==> config.mk <==
export PLATFORM = sky130hd
export DESIGN_NAME = keypad_debounce_press_classifier_unit
export DESIGN_NICKNAME = d
export VERILOG_FILES = /design/src/design/kpd_pkg.sv /design/src/design/keypad_debounce_press_classifier_unit.sv /design/src/design/kpd_scan.sv /design/src/design/kpd_classifier.sv
export SDC_FILE = /design/constraint.sdc
export NUM_CORES = 1
export LEC_CHECK = 0
export BUFFER_PORTS_ARGS = -buffer_cell sky130_fd_sc_hd__buf_2
export CAP_MARGIN = 20
export CORE_UTILIZATION = 62
export CTS_BUF_LIST = sky130_fd_sc_hd__clkbuf_2 sky130_fd_sc_hd__clkbuf_4 sky130_fd_sc_hd__clkbuf_8
export CTS_CLUSTER_DIAMETER = 30
export CTS_CLUSTER_SIZE = 14
export DETAILED_ROUTE_END_ITERATION = 8
export PLACE_DENSITY = 0.81
export SYNTH_ARGS = -nofsm -noshare
export SYNTH_HDL_FRONTEND = slang
export SYNTH_SLANG_ARGS = --single-unit
export TNS_END_PERCENT = 20
==> constraint.sdc <==
create_clock -name clk -period 17.4 [get_ports clk]
set_clock_uncertainty 0.2 [all_clocks]
set_input_delay 5.22 -clock clk [delete_from_list [all_inputs] [get_ports clk]]
set_output_delay 5.22 -clock clk [all_outputs]
set_load 0.02 [all_outputs]
==> src/design/kpd_pkg.sv <==
// Shared types and constants for the keypad debounce and press classifier.
// Holds the key code table, configuration register indexes and the event struct.
// No dependencies.
`default_nettype none

package kpd_pkg;

	localparam int ROWS  = 4;
	localparam int COLS  = 4;
	localparam int KEYS  = ROWS * COLS;
	localparam int KEY_IDX_W = $clog2(KEYS);

	localparam int MATRIX_W = 16;
	localparam int TIME_W   = 32;
	localparam int CODE_W   = 8;
	localparam int CFG_W    = 16;
	localparam int CFG_IDX_W = 2;

	localparam logic [CFG_IDX_W-1:0] CFG_DEBOUNCE  = 2'd0;
	localparam logic [CFG_IDX_W-1:0] CFG_SHORT_MAX = 2'd1;
	localparam logic [CFG_IDX_W-1:0] CFG_HOLD      = 2'd2;

	localparam logic [CFG_W-1:0] DEBOUNCE_RST  = 16'd15;
	localparam logic [CFG_W-1:0] SHORT_MAX_RST = 16'd1000;
	localparam logic [CFG_W-1:0] HOLD_RST      = 16'd2000;

	localparam logic [CODE_W-1:0] NO_KEY = 8'h00;

	// row-major: index row*COLS+col
	localparam logic [CODE_W-1:0] KEY_TABLE [KEYS] = '{
		"1", "2", "3", "+",
		"4", "5", "6", "-",
		"7", "8", "9", "*",
		"C", "0", "=", "/"
	};

	typedef struct packed {
		logic [CFG_W-1:0] debounce_ms;
		logic [CFG_W-1:0] short_press_max_ms;
		logic [CFG_W-1:0] hold_timeout_ms;
	} cfg_t;

	typedef struct packed {
		logic              press_event;
		logic              release_event;
		logic              short_press_event;
		logic              hold_event;
		logic [CODE_W-1:0] event_key;
		logic [CODE_W-1:0] stable_key;
	} evt_t;

endpackage

`default_nettype wire

==> src/design/keypad_debounce_press_classifier_unit.sv <==
// Keypad debounce and press classifier: top level with input and result registers.
// Depends on kpd_pkg, kpd_scan and kpd_classifier.
//
// Usage:
//   Input channel (in_valid/in_ready) carries one poll: key_matrix and now_ms.
//   Output channel (out_valid/out_ready) returns exactly one result per poll:
//   press/release/short-press/hold flags, event_key and stable_key.
//   Config channel (cfg_valid/cfg_ready, cfg_index, cfg_data) writes
//   debounce_ms (0), short_press_max_ms (1), hold_timeout_ms (2); cfg_ready
//   is always high. Write config only while no poll is in flight.
// Timing:
//   A poll is captured in the input register; its result is then captured in
//   the result register. One poll per cycle sustained unless out_ready stalls
//   the output: the matrix scan sits before the input register, the whole
//   state update between input and result registers.
// Reset:
//   arst_n clears all debounce/press state and loads the register defaults
//   15, 1000, 2000. No clearing pass; the block is ready right after reset.
// Stall:
//   With out_ready low the result holds; one more poll may enter and wait in
//   the input register, after which in_ready drops.
`default_nettype none

module keypad_debounce_press_classifier_unit (
	input  wire logic                           clk,
	input  wire logic                           arst_n,

	input  wire logic                           in_valid,
	output logic                                in_ready,
	input  wire logic [kpd_pkg::MATRIX_W-1:0]   key_matrix,
	input  wire logic [kpd_pkg::TIME_W-1:0]     now_ms,

	output logic                                out_valid,
	input  wire logic                           out_ready,
	output logic                                press_event,
	output logic                                release_event,
	output logic                                short_press_event,
	output logic                                hold_event,
	output logic      [kpd_pkg::CODE_W-1:0]     event_key,
	output logic      [kpd_pkg::CODE_W-1:0]     stable_key,

	input  wire logic                           cfg_valid,
	output logic                                cfg_ready,
	input  wire logic [kpd_pkg::CFG_IDX_W-1:0]  cfg_index,
	input  wire logic [kpd_pkg::CFG_W-1:0]      cfg_data
);

	kpd_pkg::cfg_t              cfg_q;
	logic                       valid_s1;
	logic [kpd_pkg::CODE_W-1:0] raw_key;
	logic [kpd_pkg::CODE_W-1:0] raw_s1;
	logic [kpd_pkg::TIME_W-1:0] now_s1;
	logic                       out_valid_q;
	logic                       advance;
	logic                       step;
	kpd_pkg::evt_t              evt;
	kpd_pkg::evt_t              result_q;

	assign cfg_ready = 1'b1;
	assign advance   = !out_valid_q || out_ready;
	assign in_ready  = !valid_s1 || advance;
	assign step      = valid_s1 && advance;

	always_ff @(posedge clk or negedge arst_n) begin
		if (!arst_n) begin
			cfg_q.debounce_ms        <= kpd_pkg::DEBOUNCE_RST;
			cfg_q.short_press_max_ms <= kpd_pkg::SHORT_MAX_RST;
			cfg_q.hold_timeout_ms    <= kpd_pkg::HOLD_RST;
		end else if (cfg_valid) begin
			case (cfg_index)
				kpd_pkg::CFG_DEBOUNCE:  cfg_q.debounce_ms        <= cfg_data;
				kpd_pkg::CFG_SHORT_MAX: cfg_q.short_press_max_ms <= cfg_data;
				kpd_pkg::CFG_HOLD:      cfg_q.hold_timeout_ms    <= cfg_data;
				default: ;
			endcase
		end
	end

	kpd_scan u_scan (
		.key_matrix (key_matrix),
		.raw_key    (raw_key)
	);

	always_ff @(posedge clk or negedge arst_n) begin
		if (!arst_n) begin
			valid_s1 <= 1'b0;
		end else if (in_ready) begin
			valid_s1 <= in_valid;
		end
	end

	always_ff @(posedge clk) begin
		if (in_valid && in_ready) begin
			raw_s1 <= raw_key;
			now_s1 <= now_ms;
		end
	end

	kpd_classifier u_classifier (
		.clk     (clk),
		.arst_n  (arst_n),
		.step    (step),
		.raw_key (raw_s1),
		.now_ms  (now_s1),
		.cfg     (cfg_q),
		.evt     (evt)
	);

	always_ff @(posedge clk or negedge arst_n) begin
		if (!arst_n) begin
			out_valid_q <= 1'b0;
		end else if (advance) begin
			out_valid_q <= valid_s1;
		end
	end

	always_ff @(posedge clk) begin
		if (step) begin
			result_q <= evt;
		end
	end

	assign out_valid         = out_valid_q;
	assign press_event       = result_q.press_event;
	assign release_event     = result_q.release_event;
	assign short_press_event = result_q.short_press_event;
	assign hold_event        = result_q.hold_event;
	assign event_key         = result_q.event_key;
	assign stable_key        = result_q.stable_key;

endmodule

`default_nettype wire

==> src/design/kpd_scan.sv <==
// Matrix scan: lowest pressed index wins and maps to its ASCII code.
// Depends on kpd_pkg.
`default_nettype none

module kpd_scan (
	input  wire logic [kpd_pkg::MATRIX_W-1:0] key_matrix,
	output logic      [kpd_pkg::CODE_W-1:0]   raw_key
);

	always_comb begin
		raw_key = kpd_pkg::NO_KEY;
		for (int i = kpd_pkg::KEYS - 1; i >= 0; i--) begin
			if (key_matrix[i[kpd_pkg::KEY_IDX_W-1:0]]) begin
				raw_key = kpd_pkg::KEY_TABLE[i[kpd_pkg::KEY_IDX_W-1:0]];
			end
		end
	end

endmodule

`default_nettype wire

==> src/design/kpd_classifier.sv <==
// Debounce and press classification state with next-state and event logic.
// Depends on kpd_pkg.
`default_nettype none

module kpd_classifier (
	input  wire logic                        clk,
	input  wire logic                        arst_n,
	input  wire logic                        step,
	input  wire logic [kpd_pkg::CODE_W-1:0]  raw_key,
	input  wire logic [kpd_pkg::TIME_W-1:0]  now_ms,
	input  wire kpd_pkg::cfg_t               cfg,
	output kpd_pkg::evt_t                    evt
);

	logic [kpd_pkg::CODE_W-1:0] cand_q, acc_q, prev_q;
	logic                       dact_q, pact_q;
	logic [kpd_pkg::TIME_W-1:0] dstart_q, pstart_q;

	logic [kpd_pkg::CODE_W-1:0] cand_n, acc_n;
	logic                       dact_n, pact_n;
	logic [kpd_pkg::TIME_W-1:0] dstart_n, pstart_n;
	logic [kpd_pkg::TIME_W-1:0] d_elapsed, p_elapsed, r_elapsed;

	always_comb begin
		cand_n   = cand_q;
		dact_n   = dact_q;
		dstart_n = dstart_q;
		acc_n    = acc_q;
		pact_n   = pact_q;
		pstart_n = pstart_q;
		evt      = '0;

		if (raw_key != cand_q) begin
			cand_n   = raw_key;
			dact_n   = 1'b1;
			dstart_n = now_ms;
		end
		d_elapsed = now_ms - dstart_n;
		if (dact_n && d_elapsed >= {16'd0, cfg.debounce_ms}) begin
			dact_n = 1'b0;
			acc_n  = cand_n;
		end

		r_elapsed = now_ms - pstart_q;
		if (acc_n != prev_q) begin
			if (acc_n != kpd_pkg::NO_KEY) begin
				pstart_n        = now_ms;
				pact_n          = 1'b1;
				evt.press_event = 1'b1;
				evt.event_key   = acc_n;
			end else begin
				pact_n                = 1'b0;
				evt.short_press_event = (r_elapsed <= {16'd0, cfg.short_press_max_ms});
				evt.release_event     = 1'b1;
				evt.event_key         = prev_q;
			end
		end

		p_elapsed = now_ms - pstart_n;
		if (pact_n && p_elapsed >= {16'd0, cfg.hold_timeout_ms}) begin
			pact_n         = 1'b0;
			evt.hold_event = 1'b1;
			evt.event_key  = acc_n;
		end
		evt.stable_key = acc_n;
	end

	always_ff @(posedge clk or negedge arst_n) begin
		if (!arst_n) begin
			cand_q   <= '0;
			dact_q   <= 1'b0;
			dstart_q <= '0;
			acc_q    <= '0;
			prev_q   <= '0;
			pact_q   <= 1'b0;
			pstart_q <= '0;
		end else if (step) begin
			cand_q   <= cand_n;
			dact_q   <= dact_n;
			dstart_q <= dstart_n;
			acc_q    <= acc_n;
			prev_q   <= acc_n;
			pact_q   <= pact_n;
			pstart_q <= pstart_n;
		end
	end

endmodule

`default_nettype wire

==> flow_metrics.py, run 1 <==
metrics = {
    "outcome": {
        "run_status": "complete, no violations",
    },
    "placed_design": {
        "dpl.cell_count": 2035,
        "dp_slack_ns": 1.72,
        "portBuffers": 92,
        "dp_hpwl_um": 31100,
        "gp_congestion": 0.975,
    },
    "sta": {
        "setup_slack_ns": 1.41,
        "rsz0062_at_grt": "no",
        "setup_viol": 0,
        "worstMarginPinSlew_ns": 1.10,
        "maxSlewHeadroom_pct": 25.8,
        "fin_crit_ns": 15.99,
        "setup_tns_ns": 0,
        "drv_slew": 0,
        "hold_viol": 0,
        "fmaxAchievable_mhz": 62.5,
        "fin_crit_sh_pct": 91.9,
    },
    "layout": {
        "drive_above_1_share_pct": 15.2,
        "multi_input_area_sq_um": 9090,
        "fin_util_pct": 67.9,
        "n_fill_cell": 1877,
        "diodes": 0,
        "nets": 1944,
        "regArea_sq_um": 5090,
        "area_delta_synth_final_pct": 7.49,
        "instances_no_fill": 2067,
    },
    "cts": {
        "cts_tree": "yes",
        "cts_buffer_depth": 2,
        "cts_hold_buf": 0,
        "cts-root-buf": "clkbuf_8",
        "cts_resized": 0,
        "clk_pin_slew_ns": 0.12,
        "htree_levels": 4,
        "post_cts_buffers": 0,
        "cts_sinks": 191,
        "clock_latency_ns": 0.50,
        "cts_buffers": 17,
    },
    "power": {
        "power.switching_uw": 703,
        "p_leak_uw": 0.00695,
        "clkPwrFrac_pct": 18.1,
        "irDropWorstVdd_v": 0.0000554,
        "p_comb_share_pct": 46.6,
        "finalPower_uw": 1660,
        "internal_power_uw": 958,
        "power_frac_seq_pct": 35.3,
        "netSwitchingFraction_pct": 42.3,
        "p_per_area_nw_per_um2": 104,
    },
    "logic_synthesis": {
        "yosysMostFrequentCell": "nand2_1",
        "yosysSeqAreaShare_pct": 34.4,
        "ys.flop_type": "dfrtp_1",
        "postSynthCellCount": 1669,
        "synth_common_cells": "nand2_1, nor2_1, a21oi_1, ha_1, inv_1",
        "yosysTopAreaCell": "dfrtp_1",
        "yosys_warnings": 0,
        "async_flop_share_pct": 69.1,
        "ys_types": 93,
        "syn_area_per_cell_sq_um": 8.88,
        "yosysTopAreaCellShare_pct": 19.6,
        "ys_ff_latch": 191,
        "syn_nets": 1878,
        "synth_area_leaders": "dfrtp_1, edfxtp_1, ha_1",
        "netlist_area_sq_um": 14800,
        "synth-edff-count": 59,
    },
    "setup_path": {
        "crit_arrival_ns": 16.03,
        "required_ns": 17.44,
        "critPathLaunch": "raw_s1[4]",
        "path_class": "reg2reg",
        "cpMostUsedCell": "a21oi_1",
        "worst-path-max-fanout": 58,
        "cp-end-kind": "register",
        "cp_slowest_cell": "a2111oi_0",
        "critPathMaxStageDelay_ns": 0.81,
        "crit_path_start_kind": "register",
        "r2r_start": "raw_s1[4]",
    },
    "floorplan": {
        "die_area_sq_um": 24500,
        "start_util_pct": 63.2,
        "rows": 56,
        "die_y_um": 157,
        "pin_count": 94,
        "fp.dieW_um": 157,
        "core_sq_um": 23500,
    },
    "drt": {
        "drt_first_pass_iters": 6,
        "wl_per_cell_um": 19.8,
        "via_per_inst": 6.34,
        "detail-route-antenna-nets": 0,
        "drt_iter0_markers": 1234,
        "wirelength_um": 40800,
        "drc": 0,
        "vias": 13115,
    },
    "global_route": {
        "grt_max_degree": 69,
        "grt_pass1_vias": 12428,
        "antenna_found_initial": 0,
        "grt-ovfl-total": 0,
        "grt_pass1_wl_um": 64700,
        "grt_use_total_pct": 34.2,
    },
    "min_path": {
        "hp-start": "valid_s1",
        "hold_path.class": "reg2reg",
    },
    "job": {
        "cap_viol_max_count": 0,
    },
}
[flip-flops by register name, summed over array words and instances (netlist names), 7 cells and up]
register / count
u_classifier.prev_q: 8
stable_key: 8
u_classifier.cand_q: 8
u_classifier.pstart_q: 32
raw_s1: 7
now_s1: 32
event_key: 8
cfg_q: 48
u_classifier.dstart_q: 32
[per-stage QoR]
step	hold WS [ns]	area, sq um
after floorplan	0.257	14800
after global placement	0.271	15600
after detailed placement	0.284	15600
after CTS	0.295	15900
after global routing	0.311	15900
final	0.288	15900
[critical path, delay by kind of cell (launching register included)]
kind            cells  cell delay [ns]
mux                 1             0.44
flops               1             0.52
fa+ha+maj           4             1.03
xor+xnor            3             0.43
simple gates       19             4.74
buf+inv             1             0.53
compound gates     27             7.78
[path summary, 6_finish.rpt]
path | endpoint | slack [ns] | cells after the start
setup / recovery | event_key[7] | 1.41 | 55
hold / removal | out_valid | 0.29 | 1
setup reg to reg | event_key[7] | 1.41 | 55
hold reg to reg | out_valid | 0.29 | 1
max in group asynchronous | u_classifier.prev_q[0] | 11.16 | 2
min in group asynchronous | cfg_q[47] | 4.49 | 1
[area by class of cell]
type                       count  area share (%)
clock buffer                  18            1.52
tap                          319            2.50
inverter                     123            2.90
clock inverter                14           0.887
sequential                   191            32.0
timing repair buffer          97            3.16
multi-input combinational   1305            57.1
[placed cells by master (no fill, tap or decap), types with 18 or more instances in the layout]
cell type and count:
a21o_1 35, a21oi_1 136, buf_2 91, dfrtp_1 116, edfxtp_1 59, ha_1 135, inv_1 122, mux2_2 83
mux2i_1 29, nand2_1 155, nand2b_1 29, nand3_1 34, nand4_1 23, nor2_1 142, nor2b_1 30, nor3_1 33
nor4_1 20, o21ai_0 111, o21bai_1 18, xnor2_1 31, xor2_1 35
[power by group through the flow]
stage | Combinational [uW] | Sequential [uW] | Clock, uW
6_report | 774 | 587 | 301
4_1_cts | 762 | 585 | 303
5_1_grt | 852 | 594 | 319
3_3_place_gp | 735 | 590 | 0
3_5_place_dp | 756 | 594 | 0
2_1_floorplan | 563 | 580 | 0
[layer usage]
layer	vias to the layer above	GRT usage (%)	routed length [um]
li1	6171	-	-
met1	6324	47.3	18100
met2	547	55.0	18900
met3	73	4.10	2760
met4	0	12.6	1120
met5	-	0	0
[kinds of logic after synthesis]
group,Yosys count,synth area share (%)
compound gates,452,19.4
xor+xnor,66,3.90
fa+ha+maj,144,12.2
buf+inv,173,4.45
flops,191,34.4
mux,114,8.44
other cells,1,0.0253
simple gates,528,17.2
Power figures use the tool's default switching activity.
==> run 2, diff against run 1 <==
Settings changed: ABC_AREA set to 1.
==> run 2 against run 1 <==
Cell count is 18% higher. Synthesized area up 0.24%. Combinational power grew 5.0%. Hold slack gained 0.0012 ns. Routed wire length is 8.5% lower. Count of clock-buffer cells in the layout unchanged. Worst setup slack better by 4.7 ns. Core utilization barely moved. Cell area hardly changed.
==> flow_metrics.py, run 2 <==
metrics = {
    "outcome": {
        "run_status": "complete, no violations",
    },
    "cts": {
        "clock_latency_ns": 0.50,
        "cts_resized": 0,
        "cts_buffer_depth": 2,
        "htree_levels": 4,
        "post_cts_buffers": 0,
        "cts_hold_buf": 0,
        "cts_buffers": 17,
        "cts_sinks": 191,
        "clk_pin_slew_ns": 0.13,
        "cts_tree": "yes",
        "cts-root-buf": "clkbuf_8",
    },
    "setup_path": {
        "critPathMaxStageDelay_ns": 0.68,
        "required_ns": 17.54,
        "worst-path-max-fanout": 72,
        "r2r_start": "raw_s1[0]",
        "critPathLaunch": "raw_s1[0]",
        "crit_path_start_kind": "register",
        "cpMostUsedCell": "nand2_1",
        "reg2reg_depth": 63,
        "cp-end-kind": "register",
        "rrSetupSlack_ns": 6.06,
        "crit_arrival_ns": 11.48,
        "cp_slowest_cell": "nor2_2",
        "path_class": "reg2reg",
        "critPathCapture": "event_key[1]",
        "r2r_end": "event_key[1]",
    },
    "placed_design": {
        "portBuffers": 92,
        "gp_congestion": 0.946,
        "dp_hpwl_um": 29300,
        "placed_cell_area_sq_um": 15500,
        "dp_slack_ns": 6.34,
    },
    "layout": {
        "area_delta_synth_final_pct": 7.17,
        "fin_util_pct": 67.8,
        "largest_register_ffs": 48,
        "nets": 2312,
        "drive_above_1_share_pct": 10.5,
        "n_fill_cell": 2057,
        "final_cell_mix": "nand2_1, inv_1, o21ai_0",
        "mostFrequentLayoutCell": "nand2_1",
        "regMostFlops": "cfg_q",
        "diodes": 0,
        "final_area_sq_um": 15900,
    },
    "global_route": {
        "grt_max_degree": 91,
        "grt_pass1_vias": 13099,
        "grt_use_met1_pct": 41.5,
        "gr-usage-met3_pct": 3.49,
        "grt-busiest-layer": "met2",
        "grt-ovfl-total": 0,
        "met2_usage_pct": 56.3,
        "antenna_found_initial": 0,
        "grt_pass1_wl_um": 62400,
        "grt_use_total_pct": 32.2,
    },
    "power": {
        "p_leak_uw": 0.00797,
        "p_per_area_nw_per_um2": 108,
        "irDropWorstVdd_v": 0.0000792,
    },
    "logic_synthesis": {
        "yosysSeqAreaShare_pct": 34.3,
        "ys_types": 61,
        "syn_area_per_cell_sq_um": 7.32,
        "synth_common_cells": "nand2_1, inv_1, o21ai_0, ha_1, a21oi_1",
        "syn_nets": 2239,
        "postSynthCellCount": 2030,
        "ys_ff_latch": 191,
        "netlist_area_sq_um": 14900,
        "async_flop_share_pct": 69.1,
        "yosysTopAreaCellShare_pct": 19.5,
        "yosysTopAreaCell": "dfrtp_1",
        "yosys_warnings": 0,
        "synth_area_leaders": "dfrtp_1, nand2_1, edfxtp_1",
        "synth-edff-count": 59,
        "yosysMostFrequentCell": "nand2_1",
        "ys.flop_type": "dfrtp_1",
    },
    "floorplan": {
        "die_y_um": 157,
        "start_util_pct": 63.3,
        "rows": 56,
        "die_area_sq_um": 24600,
        "fp.dieW_um": 157,
        "pin_count": 94,
        "core_sq_um": 23500,
    },
    "sta": {
        "fmaxAchievable_mhz": 88.2,
        "fin_crit_ns": 11.34,
        "fin_crit_sh_pct": 65.2,
        "hold_viol": 0,
        "worstMarginPinSlew_ns": 1.02,
        "setup_slack_ns": 6.06,
        "drv_slew": 0,
        "setup_viol": 0,
        "rsz0062_at_grt": "no",
        "setup_tns_ns": 0,
        "maxSlewHeadroom_pct": 31.4,
    },
    "drt": {
        "via_per_inst": 5.58,
        "vias": 13584,
        "detail-route-antenna-nets": 0,
        "drt_first_pass_iters": 6,
        "wl_per_cell_um": 15.3,
        "wirelength_um": 37400,
        "drc": 0,
        "drt_iter0_markers": 976,
    },
    "job": {
        "cap_viol_max_count": 0,
    },
    "min_path": {
        "hold_depth": 2,
        "hold_path.class": "reg2reg",
    },
}
## run 2: metal layers
metal,part of all wire [%],vias to the layer above
li1,-,6848
met1,45,6310
met2,48,365
met3,4.4,61
met4,2.6,0
met5,0,-
## run 2: how the worst min path moves through the flow
stage                                    from                        end  slack [ns]
floorplan           u_classifier.dstart_q[12]  u_classifier.dstart_q[12]        0.25
global placement    u_classifier.dstart_q[16]  u_classifier.dstart_q[16]        0.26
detailed placement  u_classifier.dstart_q[28]  u_classifier.dstart_q[28]        0.27
CTS                 u_classifier.dstart_q[20]  u_classifier.dstart_q[20]        0.29
global route        u_classifier.pstart_q[12]  u_classifier.pstart_q[12]        0.31
finish              u_classifier.dstart_q[26]  u_classifier.dstart_q[26]        0.29
## run 2: stage by stage
step | std cells | total power (uW) | hold WS, ns
2_1_floorplan | 2030 | 1220 | 0.248
3_3_place_gp | 2402 | 1390 | 0.260
3_5_place_dp | 2402 | 1420 | 0.268
4_1_cts | 2434 | 1710 | 0.293
5_1_grt | 2435 | 1870 | 0.311
6_report | 2435 | 1720 | 0.290
## run 2: worst max-delay path, delay by kind of cell (launching register included)
| kind | cells | cell delay (ns) |
|---|---|---|
| adders and majority gates | 4 | 1.29 |
| AOI/OAI and AO/OA | 13 | 2.39 |
| DFF | 1 | 0.46 |
| xor gates and xnor gates | 3 | 0.54 |
| buffers and inverters | 1 | 0.05 |
| and+or+nand+nor | 42 | 6.14 |
## run 2: cell type report
cell class / instances / area, sq um / share of cell area, %
Timing Repair Buffer: 96 / 500 / 3.14
Tap cell: 319 / 399 / 2.51
Clock inverter: 14 / 126 / 0.794
Clock buffer: 18 / 241 / 1.52
Multi-Input combinational cell: 1495 / 8430 / 52.9
Sequential cell: 191 / 5090 / 32.0
Inverter: 302 / 1130 / 7.12
## run 2: cells by family after synthesis
kind of cell / after synthesis / synth area share (%)
and+or+nand+nor: 870 / 25.9
adders and majority gates: 138 / 11.8
xor gates and xnor gates: 56 / 3.30
buffers and inverters: 344 / 9.03
other: 1 / 0.0252
DFF: 191 / 34.3
AOI/OAI and AO/OA: 430 / 15.7
## run 2: report_power, final
part	internal, uW	total (uW)	switching, uW	leakage, uW
registers	555	613	57.5	0.00215
logic	298	813	514	0.00564
clock network	106	290	184	0.000189
